[config.mk]
export PLATFORM = sky130hd
export DESIGN_NAME = dot_ram
export DESIGN_NICKNAME = d
export VERILOG_FILES = /design/src/rtl/dot_ram.sv
export SDC_FILE = /design/constraint.sdc
export NUM_CORES = 1
export LEC_CHECK = 0
export BUFFER_PORTS_ARGS = -buffer_cell sky130_fd_sc_hd__buf_2
export CAP_MARGIN = 25
export CORE_MARGIN = 4
export CORE_UTILIZATION = 54
export DETAILED_ROUTE_END_ITERATION = 7
export PLACE_DENSITY = 0.74
export RECOVER_POWER = 25
export SYNTH_ARGS = -nofsm -noshare
export SYNTH_HDL_FRONTEND = slang
export SYNTH_SLANG_ARGS = --single-unit
[constraint.sdc]
create_clock -name clk -period 1.7 [get_ports clk]
set_input_delay 0.255 -clock clk [delete_from_list [all_inputs] [get_ports clk]]
set_output_delay 0.255 -clock clk [all_outputs]
set_load 0.01 [all_outputs]
[src/rtl/dot_ram.sv]
// Generic single-write, single-read RAM with a registered read port.
// No dependencies.
`default_nettype none

module dot_ram #(
  parameter int WIDTH = 8,
  parameter int DEPTH = 16
) (
  input  wire logic                     clk,
  input  wire logic                     we,
  input  wire logic [$clog2(DEPTH)-1:0] waddr,
  input  wire logic [WIDTH-1:0]         wdata,
  input  wire logic [$clog2(DEPTH)-1:0] raddr,
  output logic      [WIDTH-1:0]         rdata
);

  logic [WIDTH-1:0] mem [DEPTH];

  always_ff @(posedge clk) begin
    if (we) begin
      mem[waddr] <= wdata;
    end
    rdata <= mem[raddr];
  end

endmodule

`default_nettype wire

Word-level counts from Yosys, hierarchy flattened
Memory sizes are Yosys's and may differ from the RTL's. A register that Yosys moved wholly into a read port is not among the register bits.
Cells that the tools add are included.
{ "classes": {"n_mux": 2} }
{ "ops": {"columns": ["cell", "count"], "rows": [
  ["$mux 1", 2]
]} }
{ "totals": {"word_cells": 3, "mem_count": 1, "ff_bits": 0, "output_inout_bits": 8, "input_bits": 18, "ramBits": 128} }
{ "mem_list": {"columns": ["name", "words", "width", "rd", "rd_ports_with_merged_regs", "wr", "line", "source"], "rows": [
  ["mem", 16, 8, 1, 1, 1, "17", "logic [WIDTH-1:0] mem [DEPTH];"]
]} }

Longest topological paths before layout
{ "logic_depth": {"depth_word": 2, "depth_mapped": 5, "depth_no_buf": 3} }

Worst setup path after synthesis
OpenSTA, ideal clock, no wires.
{ "synth_timing": {"path_type": "input-to-reg", "from": "input port waddr[2]", "to": "memory mem[0][0] (enable)", "required_ps": 1317, "t_arrival_ps": 1365, "cell_stages": 2, "path_slack_ps": -48, "setup_ps": 383, "path_buffers": 0, "path_cell_list": "or3b_2 nor3_1"} }
{ "synth_lines": {"columns": ["element", "line", "source"], "rows": [
  ["start: declaration", "11", "input wire logic [$clog2(DEPTH)-1:0] waddr,"],
  ["end: declaration", "17", null]
]} }
Straight into the memory's write port.

==> results.sh <==
export IMPL_run_status="completed"
export IMPL_grt_max_degree=33
export IMPL_antenna_found_initial=0
export IMPL_totalNegativeSetupSlack_ns=0
export IMPL_cap_violations=0
export IMPL_wl_per_cell_um=22.72
export IMPL_fin_crit_sh_pct=80.57
export IMPL_maxSlewViolCount=0
export IMPL_crit_path_end_kind="register"
export IMPL_holdCritPathClass="input port to register"
export IMPL_synth_seq_area_share_pct=77.78
export IMPL_firstDrtPassIters=5
export IMPL_fillCellCount=608
export IMPL_die_area_um2=11160
export IMPL_ys_seq_elements=136
export IMPL_rows=35
export IMPL_totalWireLength_um=9746
export IMPL_fmax_mhz=730.1
export IMPL_die_h_um=105.6
export IMPL_cts_htree_levels=4
export IMPL_start_util_pct=55.71
export IMPL_postCtsSetupRepairBufs=0
export IMPL_die_w_um=105.6
export IMPL_dr_first_iter_drc_count=176
export IMPL_setup_viol=0
export IMPL_finalClockSkew_ns=0.003021
export IMPL_ant_nets=0
export IMPL_grt_pass1_vias=2559
export IMPL_cp_data_arrival_time_ns=1.77
export IMPL_fin_nets=305
export IMPL_coreArea_um2=9240
export IMPL_hold_viol_final=0
export IMPL_start_kind="register"
export IMPL_routabilityCongestion=0.7511
export IMPL_cts_buffers_inserted=17
export IMPL_post_route_min_period_ns=1.370
export IMPL_syn_to_final_growth_pct=19.45
export IMPL_grt_use_total_pct=19.21
export IMPL_rsz0062_at_grt="false"
export IMPL_worst_slew_pin_slew_ns=0.6874
export IMPL_synth_avg_cell_area_um2=22.48
export IMPL_viasPerCell=5.772
export IMPL_route_detailed_drc=0
export IMPL_ir_drop_mv=0.8196
export IMPL_p_leak_nw=2.103
export IMPL_dpl_cell_count=397
export IMPL_critPathRequiredTime_ns=2.10
export IMPL_synth_nets=247
export IMPL_p_per_area_nw_per_um2=1268
export IMPL_io_buffer_count=25
export IMPL_cts_buffer_depth=2
export IMPL_ys_types=19
export IMPL_crit_path_max_fanout=1
export IMPL_grt_pass1_wl_um=15230
export IMPL_cts_hold_buf=0
export IMPL_gr_total_overflow=0
export IMPL_root_buffer="clkbuf_8"
export IMPL_io_pins=26
export IMPL_synth_area_um2=5147
export IMPL_diodes=0
export IMPL_slew_headroom_pct=54.18
export IMPL_r2r_slack_ns=0.33
export IMPL_final_cells=429
export IMPL_cts_clk_slew_worst_paths_ns=0.06
export IMPL_vias=2476
export IMPL_cts_resized_gates=0
export IMPL_drive_gt1_share_pct=31.00
export IMPL_insertion_delay_ns=0.51
export IMPL_cts_sinks=136
export IMPL_crit_type="register to register"
export IMPL_synth_cells=229
export IMPL_place_hpwl_um=6126
export IMPL_cts_tree="built"
export IMPL_yosysWarnings=0
==> Yosys cell counts <==
| master | n | area, µm² |
|---|---|---|
| nand2b_1 | 2 | 12.51 |
| clkdlybuf4s25_2 | 3 | 30.03 |
| edfxtp_1 | 128 | 3844 |
| nor2b_1 | 1 | 6.260 |
| nand3_1 | 1 | 5.000 |
| dfxtp_1 | 8 | 160.2 |
| mux4_1 | 14 | 367.9 |
| nor3_1 | 4 | 20.02 |
| buf_2 | 3 | 15.01 |
| nand2_1 | 9 | 33.78 |
| nand3b_1 | 2 | 15.01 |
| mux4_2 | 18 | 405.4 |
| and2b_1 | 1 | 7.510 |
| buf_6 | 3 | 33.78 |
| or3b_2 | 1 | 8.760 |
| and2_1 | 1 | 6.260 |
| a22oi_1 | 16 | 120.1 |
| nor2_1 | 13 | 48.80 |
| buf_4 | 1 | 7.510 |
==> critical path, stage by stage, from the launching register on <==
cell and delay, ns:
edfxtp_1 0.36, mux4_1 0.49, a22oi_1 0.31, nand2_1 0.08
==> stage by stage <==
step	hold slack, ns	setup WS [ns]	cell area, µm²	total power [mW]	util (%)
detailed placement	0.6531	0.04093	5558	4.203	60.15
floorplan	0.3539	0.1789	5152	4.035	-
CTS	0.1006	0.3369	6156	7.859	66.62
global placement	0.6410	0.06188	5558	4.190	60.15
finish	0.1438	0.3303	6148	7.795	66.54
global route	0.1411	0.2570	6148	8.046	66.54
==> power breakdown <==
part | internal [mW] | total (mW) | switching, mW
clock network | 2.35 | 3.66 | 1.31
logic | 0.154 | 0.355 | 0.201
registers | 3.75 | 3.78 | 0.0251
==> final timing paths <==
kind                  startpoint             endpoint  cells after the start
max          mem[2][5]$_DFFE_PP_     rdata[5]$_DFF_P_                      3
min                     wdata[3]  mem[6][3]$_DFFE_PP_                      1
min reg2reg  mem[6][0]$_DFFE_PP_     rdata[0]$_DFF_P_                      3
max reg2reg  mem[2][5]$_DFFE_PP_     rdata[5]$_DFF_P_                      3
==> flip-flops by register name (all words and copies together), names as in the netlist <==
register,count
rdata,8
mem,128
==> placed cells by master (no fill, tap or decap), drive strengths merged, types with 2 or more instances in the layout <==
master and count:
nor3 4, clkbuf 23, mux4 32, dfxtp 8, bufinv 4, nor2 13
clkinv 8, nand2 9, nand3b 2, buf 43, nand2b 2, edfxtp 128
a22oi 16, clkinvlp 3
==> area by class of cell <==
cell class                      count  area [µm²]  share of cell area [%]
Timing Repair Buffer               49       322.8                   5.250
Clock buffer                       17       414.1                   6.736
Multi-Input combinational cell     83        1062                   17.28
Clock inverter                     15       183.9                   2.991
Sequential cell                   136        4004                   65.12
Tap cell                          129       161.4                   2.625
==> logic make-up (layout without fill, tap and decap cells) <==
logic type,Yosys count,in the layout,share of synthesized area [%]
muxes,32,32,15.02
and+or+nand+nor,35,35,3.184
DFF,136,136,77.78
AOI/OAI and AO/OA,16,16,2.334
buffers and inverters,10,81,1.677
==> routing by layer <==
layer,global-route usage (%),share of wire (%)
met5,0,0
met4,6.660,1.0
met3,4.776,6.0
met2,29.74,50
met1,27.05,43
(Power assumes the default switching activity.)
