### config.mk
export PLATFORM = sky130hd
export DESIGN_NAME = dot_record_update
export DESIGN_NICKNAME = d
export VERILOG_FILES = /design/src/rtl/dot_pkg.sv /design/src/rtl/dot_record_update.sv
export SDC_FILE = /design/constraint.sdc
export NUM_CORES = 1
export LEC_CHECK = 0
export BUFFER_PORTS_ARGS = -buffer_cell sky130_fd_sc_hd__buf_2
export CORE_AREA = 8 8 237 239
export DETAILED_ROUTE_END_ITERATION = 7
export DIE_AREA = 0 0 245 247
export PLACE_DENSITY_LB_ADDON = 0.2
export SLEW_MARGIN = 0
export SYNTH_ARGS = -nofsm -noshare
export SYNTH_HDL_FRONTEND = slang
export SYNTH_SLANG_ARGS = --single-unit
export TNS_END_PERCENT = 30
### constraint.sdc
create_clock -name vclk -period 3
set_clock_uncertainty 0.15 [all_clocks]
set_input_delay 0.15 -clock vclk [all_inputs]
set_output_delay 0.15 -clock vclk [all_outputs]
set_load 0.02 [all_outputs]
### src/rtl/dot_pkg.sv
// Package for the device observation table: sizes, status codes and the
// payload and table record layouts. No dependencies.
`default_nettype none

package dot_pkg;

  localparam int TABLE_DEPTH = 512;
  localparam int IDX_W = $clog2(TABLE_DEPTH);
  localparam int CNT_W = $clog2(TABLE_DEPTH + 1);

  typedef enum logic [1:0] {
    ST_UPDATED  = 2'd0,
    ST_INSERTED = 2'd1,
    ST_REJECTED = 2'd2,
    ST_CLEARED  = 2'd3
  } status_t;

  // Observation fields, last field (mac) in the lowest bits.
  typedef struct packed {
    logic [6:0]         pad;
    logic signed [31:0] longitude;
    logic signed [30:0] latitude;
    logic [31:0]        gps_utc;
    logic               gps_valid;
    logic [31:0]        now_ms;
    logic [7:0]         encryption;
    logic [7:0]         channel;
    logic signed [7:0]  rssi;
    logic               net_type;
    logic [47:0]        mac;
  } obs_t;

  // Result fields carried in tdata, last field in the lowest bits.
  typedef struct packed {
    logic              pad;
    logic [9:0]        ble_devices;
    logic [9:0]        wifi_devices;
    logic [9:0]        total_devices;
    logic signed [7:0] best_signal;
    logic [15:0]       hits;
    logic [8:0]        entry_index;
  } res_t;

  // One table slot apart from its MAC, which lives in the search memory.
  typedef struct packed {
    logic              kind_bit;
    logic signed [7:0] best_rssi;
    logic signed [7:0] last_rssi;
    logic [7:0]        channel;
    logic [7:0]        auth_mode;
    logic [31:0]       first_ms;
    logic [31:0]       last_ms;
    logic [31:0]       first_utc;
    logic [15:0]       hit_count;
    logic              has_fix;
    logic [63:0]       position;
  } rec_t;

endpackage

`default_nettype wire

### src/rtl/dot_record_update.sv
// Builds the table record written back for an observation: a fresh record on
// insertion or the merged record on a hit. Depends on dot_pkg.
`default_nettype none

module dot_record_update
  import dot_pkg::*;
(
  input  wire logic insert,
  input  wire obs_t obs,
  input  wire rec_t rec_old,
  output rec_t      rec_new
);

  logic [63:0] position;

  assign position = {obs.latitude[30], obs.latitude, obs.longitude};

  always_comb begin
    rec_new = rec_old;
    if (insert) begin
      rec_new.kind_bit  = obs.net_type;
      rec_new.best_rssi = obs.rssi;
      rec_new.last_rssi = obs.rssi;
      rec_new.channel   = obs.channel;
      rec_new.auth_mode = obs.encryption;
      rec_new.first_ms  = obs.now_ms;
      rec_new.last_ms   = obs.now_ms;
      rec_new.first_utc = obs.gps_valid ? obs.gps_utc : 32'd0;
      rec_new.hit_count = 16'd1;
      rec_new.has_fix   = obs.gps_valid;
      rec_new.position  = obs.gps_valid ? position : 64'd0;
    end else begin
      rec_new.last_ms   = obs.now_ms;
      rec_new.last_rssi = obs.rssi;
      if (rec_old.hit_count != 16'hFFFF) begin
        rec_new.hit_count = rec_old.hit_count + 16'd1;
      end
      if (obs.channel != 8'd0) begin
        rec_new.channel = obs.channel;
      end
      if ($signed(obs.rssi) > $signed(rec_old.best_rssi)) begin
        rec_new.best_rssi = obs.rssi;
        if (obs.gps_valid) begin
          rec_new.has_fix  = 1'b1;
          rec_new.position = position;
        end
      end
    end
  end

endmodule

`default_nettype wire

After elaboration in Yosys (flattened, before gate mapping)
Index checks and enable logic that the tools add are counted.
W data, S select, Z words.
Operators by class
  reductions and logical operators: 1
  mux-type cells: 12
  order comparisons: 1
  equality and inequality tests: 1
  $add $sub $neg: 1
Operators by type and width (number)
  $mux W65: 2
  $mux W81: 1
  $mux W32: 2
  $mux W64: 1
  $mux W40: 1
  $mux W24: 1
  $add A16 B1 Y16 const B: 1
  $mux W16: 1
  $mux W8: 2
  $ne A16 B16 Y1 const B: 1
  $gt A8 B8 Y1: 1
  $reduce_bool A8 Y1: 1
  $mux W1: 1
Word-level totals
  register bits: 0
  word-level logic and storage cells: 16
  input bits: 419
  output and inout bits: 210

Depth between registers and ports, before layout
Gate-level depths: netlist of the first run.
  word-level depth: 3
  mapped depth: 9

Least setup slack after synthesis of the first run
OpenSTA, ideal clock, no wires.
  kind: input port to output port
  start: input rec_old[208] in the netlist's numbering
  end: output rec_new[10] in the netlist's numbering
  data required time: 2700 ps
  buffers on the path: 1
  arrival time: 1797 ps
  stages: 8
  setup slack: 903 ps
  cells stage by stage: inv_1 ha_1 nand4_1 or2_1 and4_4 nor3_4 buf_6 a22o_1
RTL lines
  start, declared: RTL line dot_record_update.sv:10  | input wire rec_t rec_old,
  end, declared: RTL line dot_record_update.sv:11  | output rec_t rec_new

==> results.json, run 1 <==
{
  "post-route-min-period_ns": 2.59,
  "cp_slowest_cell": "a211oi_4",
  "power.total_mw": 1.14,
  "end_kind": "output port",
  "fin_crit_sh_pct": 86.2,
  "slowest_delay_ns": 0.35,
  "arrival_ns": 2.29,
  "synth.most_common_cell": "a22o_1",
  "drt_iter0_drc": 138,
  "place_area_um2": 5800,
  "via_per_inst": 3.13,
  "start_kind": "primary input",
  "rsz0062_at_grt": "no",
  "synth_area_leaders": "a22o_1, mux2_2, buf_4, ha_1, a21o_1",
  "grt.met2_usage_pct": 13.1,
  "cp.required_ns": 2.70,
  "post_cts_resized": 0,
  "vias": 4660,
  "wl_per_cell_um": 17.1,
  "antenna_found_initial": 19,
  "vdd_drop_max_v": 0.0000476,
  "slew_violations": 0,
  "area.sequential_um2": 0,
  "synth_cell_type_count": 42,
  "critPathKind": "in -> out",
  "postRouteWirelength_mm": 25.4,
  "first_pass_iters": 6,
  "ant_nets": 0,
  "status": "completed",
  "power_density_nw_per_um2": 197,
  "setup_violations": 0,
  "dp_cells": 1489,
  "dp_hpwl_mm": 23.5,
  "nClkBuffers": 0,
  "drive_above_1_share_pct": 74.8,
  "worst_pin_slew_ns": 0.723,
  "cp_max_fo": 64,
  "row_count": 84,
  "finalNetCount": 1231,
  "dieArea_um2": 60500,
  "grt_max_degree": 65,
  "grt_pass1_vias": 4808,
  "cellLeakagePower_nw": 3.12,
  "start_util_pct": 5.04,
  "area_growth_pct": 120,
  "antenna_cells": 0,
  "crit_top_cell": "buf_2",
  "grt_pass1_wl_mm": 34.1,
  "numPortBuffers": 534,
  "hold_buffers": 0,
  "netlist_area_um2": 2630,
  "syn_nets": 755,
  "postCtsSetupBuffers": 0,
  "place_congestion": 0.749,
  "seq_cell_count": 0,
  "yosys_warnings": 0,
  "avgSynthCellArea_um2": 8.05,
  "post-route-cell-area_um2": 5800,
  "ys_seq_area_share_pct": 0,
  "met1_usage_pct": 9.53,
  "cap_viol_max_count": 0,
  "whs_ns": 0.383,
  "top_usage_layer": "met2",
  "fin_tns_setup_ns": 0,
  "track_usage_pct": 7.38,
  "post-synth-top-area-cell": "a22o_1",
  "fin_cells": 1489,
  "die_h_um": 247,
  "synth_top_area_share_pct": 32.0,
  "remaining_drc_errors": 0,
  "hold_viol_final": 0,
  "ys_top_cells_by_count": "a22o_1, mux2_2, buf_4",
  "io_pins": 629,
  "fmax_mhz": 387,
  "grt_use_met3_pct": 1.65,
  "synth_cells": 327,
  "cp_cell_sequence": "buf_2 > ha_1 > a21oi_1 > o211ai_1 > nor2_1 > a211oi_4 > buf_12 > a22o_1 > buf_2",
  "core_area_um2": 52200,
  "die_w_um": 245,
  "slew-limit-headroom_pct": 51.8,
  "grt-ovfl-total": 0,
  "hold_class": "in -> out"
}
## report_power, final
part | switching (mW) | leakage (nW) | internal (mW)
registers | 0 | 0 | 0
clock network | 0 | 0 | 0
logic | 0.660 | 3.12 | 0.482
## stage by stage
stage          util, %  setup WS [ns]
2_1_floorplan        -          0.903
3_3_place_gp      11.1          0.418
3_5_place_dp      11.1          0.379
4_1_cts           11.1          0.370
5_1_grt           11.1          0.292
6_report          11.1          0.413
## final cells by class
| type | count | area (um^2) |
|---|---|---|
| fillers | 6128 | 46400 |
| repair buffers | 542 | 2760 |
| multi-input cells | 247 | 2140 |
| well taps | 688 | 861 |
| inverters | 12 | 45.0 |
## final timing paths
| kind | startpoint | endpoint | slack (ns) | cells after the start |
|---|---|---|---|---|
| setup / recovery | obs[54] | rec_new[21] | 0.41 | 9 |
| hold / removal | obs[97] | rec_new[137] | 0.38 | 2 |
## layer usage
layer  share of wire (%)  vias to the layer above
li1                    -                     2209
met1                  43                     2092
met2                  47                      343
met3                 9.0                       14
met4                0.53                        2
met5               0.047                        -
## cell usage in the layout (no fill, tap or decap), drive strengths merged, types with 2 or more instances in the layout
cell,netlist,layout
buf,57,542
a22o,96,96
mux2,49,49
nor2,15,15
inv,12,12
a21o,9,9
ha,9,9
a21oi,7,7
nand2,6,6
o21ai,6,6
xor2,4,4
and4,4,4
and3,3,3
nand3,3,3
a31oi,3,3
a311oi,3,3
o211ai,3,3
nand4,3,3
and2,2,2
nor2b,2,2
o311ai,2,2
o41ai,2,2
nor4,2,2
a211oi,2,2
or2,2,2
nor3,2,2
## critical path, delay by kind of cell
| kind | cells | cell delay [ns] |
|---|---|---|
| buf+inv | 3 | 0.62 |
| simple gates | 1 | 0.16 |
| compound gates | 4 | 1.02 |
| fa+ha+maj | 1 | 0.29 |
## logic make-up after synthesis
| kind of cell | count (synthesis) | synth area share (%) |
|---|---|---|
| compound gates | 135 | 42.3 |
| buf+inv | 80 | 19.4 |
| xor+xnor | 5 | 1.66 |
| fa+ha+maj | 9 | 4.28 |
| mux | 50 | 21.4 |
| simple gates | 48 | 11.0 |
No activity file was read; power rests on OpenSTA's default activity.
==> run 2: changes to the inputs <==
Settings changed: CORE_AREA 8 8 237 239 to 8 8 240 242, DIE_AREA 0 0 245 247 to 0 0 248 250.
Clock period 3 ns to 2.75 ns, I/O delays scaled along.
==> run 2 against run 1 <==
  * Global-route usage is 1.0 points lower
  * Utilization is 0.074 points lower
  * Cell area is 1.7% higher
  * Routed wire length is 9.6% lower
  * Critical path depth is 2 higher
  * Clock-buffer cell count stayed put
  * Via count is 0.67% lower
  * Combinational power is 11% higher
  * Worst setup slack worse by 0.18 ns
  * Non-clock buffer count is 10 higher
  * Cell count is 1.3% higher
  * Flip-flop and latch count stayed put
==> results.json, run 2 (synthesis gave the netlist of run 1 again) <==
{
  "cp_max_fo": 45,
  "hold_class": "in -> out",
  "antenna_found_initial": 9,
  "ant_nets": 0,
  "area_growth_pct": 124,
  "io_pins": 629,
  "via_per_inst": 3.07,
  "die_h_um": 250,
  "start_util_pct": 4.92,
  "post-route-min-period_ns": 2.51,
  "hold_path_end": "rec_new[143]",
  "slew_violations": 0,
  "setup_violations": 0,
  "dieArea_um2": 62000,
  "end_kind": "output port",
  "core_area_um2": 53500,
  "final_common_cell": "buf_2",
  "place_congestion": 0.762,
  "worstHoldStart": "obs[103]",
  "hold_viol_final": 0,
  "fin_cells": 1508,
  "rsz0062_at_grt": "no",
  "vias": 4629,
  "nClkBuffers": 0,
  "grt_pass1_vias": 4966,
  "power.total_mw": 1.27,
  "fin_crit_sh_pct": 91.4,
  "fin_tns_setup_ns": 0,
  "power_density_nw_per_um2": 215,
  "first_pass_iters": 4,
  "status": "completed",
  "remaining_drc_errors": 0,
  "area.sequential_um2": 0,
  "arrival_ns": 2.23,
  "critPathKind": "in -> out",
  "row_count": 85,
  "grt-ovfl-total": 0,
  "postRouteWirelength_mm": 23.0,
  "grt_pass1_wl_mm": 30.8,
  "wl_per_cell_um": 15.2,
  "hold_path_depth": 2,
  "finalNetCount": 1241,
  "slew-limit-headroom_pct": 70.8,
  "post_cts_resized": 0,
  "hold_buffers": 0,
  "fmax_mhz": 398,
  "seq_cell_count": 0,
  "dp_cells": 1507,
  "start_kind": "primary input",
  "numPortBuffers": 534,
  "vdd_drop_max_v": 0.0000533,
  "final.fill_count": 6255,
  "die_w_um": 248,
  "cp.required_ns": 2.46,
  "multi_input_area_um2": 2140,
  "cap_viol_max_count": 0,
  "postCtsSetupBuffers": 0,
  "worst_pin_slew_ns": 0.438,
  "drt_iter0_drc": 83,
  "track_usage_pct": 6.38,
  "cellLeakagePower_nw": 3.17,
  "dp_hpwl_mm": 20.9,
  "final_cell_mix": "buf_2, a22o_1, mux2_2",
  "grt_max_degree": 46,
  "drive_above_1_share_pct": 75.1
}
==> run 2: area by class of cell <==
class / count / area share, %
Multi-Input combinational cell: 247 / 36.2
Inverter: 12 / 0.763
Timing Repair Buffer: 552 / 48.2
Tap cell: 696 / 14.8
Antenna cell: 1 / 0.0424
==> run 2: metrics by stage <==
step	cell area, um^2	util (%)	worst slack (ns)	hold slack [ns]
3_3_place_gp	5900	11.0	0.170	0.359
2_1_floorplan	2630	-	0.678	0.238
6_report	5900	11.0	0.237	0.356
3_5_place_dp	5900	11.0	0.180	0.359
5_1_grt	5900	11.0	0.0761	0.365
4_1_cts	5900	11.0	0.165	0.359
==> run 2: critical path, cell delays in order <==
cell,delay [ns]
buf_2,0.10
inv_1,0.06
ha_1,0.29
nand4_1,0.17
or2_1,0.27
a21oi_1,0.31
a211oi_4,0.10
buf_12,0.19
buf_4,0.18
a22o_1,0.22
buf_2,0.16
==> run 2: worst max path at each step <==
stage                 startpoint          end  slack (ns)  cells after the start
floorplan           rec_old[208]  rec_new[10]        0.68                      8
global route             obs[49]  rec_new[63]        0.08                     11
finish                   obs[49]  rec_new[32]        0.24                     11
detailed placement       obs[49]  rec_new[63]        0.18                     11
CTS                      obs[49]   rec_new[1]        0.17                     11
global placement         obs[49]  rec_new[63]        0.17                     11
==> run 2: routing by layer <==
layer  wire length [um]  track usage, %
met1               8510            6.82
met2              11300            12.1
met3               2890            2.47
met4                208           0.491
met5                 95               0
==> run 2: power by group <==
| part | internal [mW] | total [mW] | switching [mW] |
|---|---|---|---|
| clock | 0.0000000486 | 0.0000000486 | 0 |
| sequential | 0 | 0 | 0 |
| combinational | 0.544 | 1.27 | 0.723 |
| total | 0.544 | 1.27 | 0.723 |
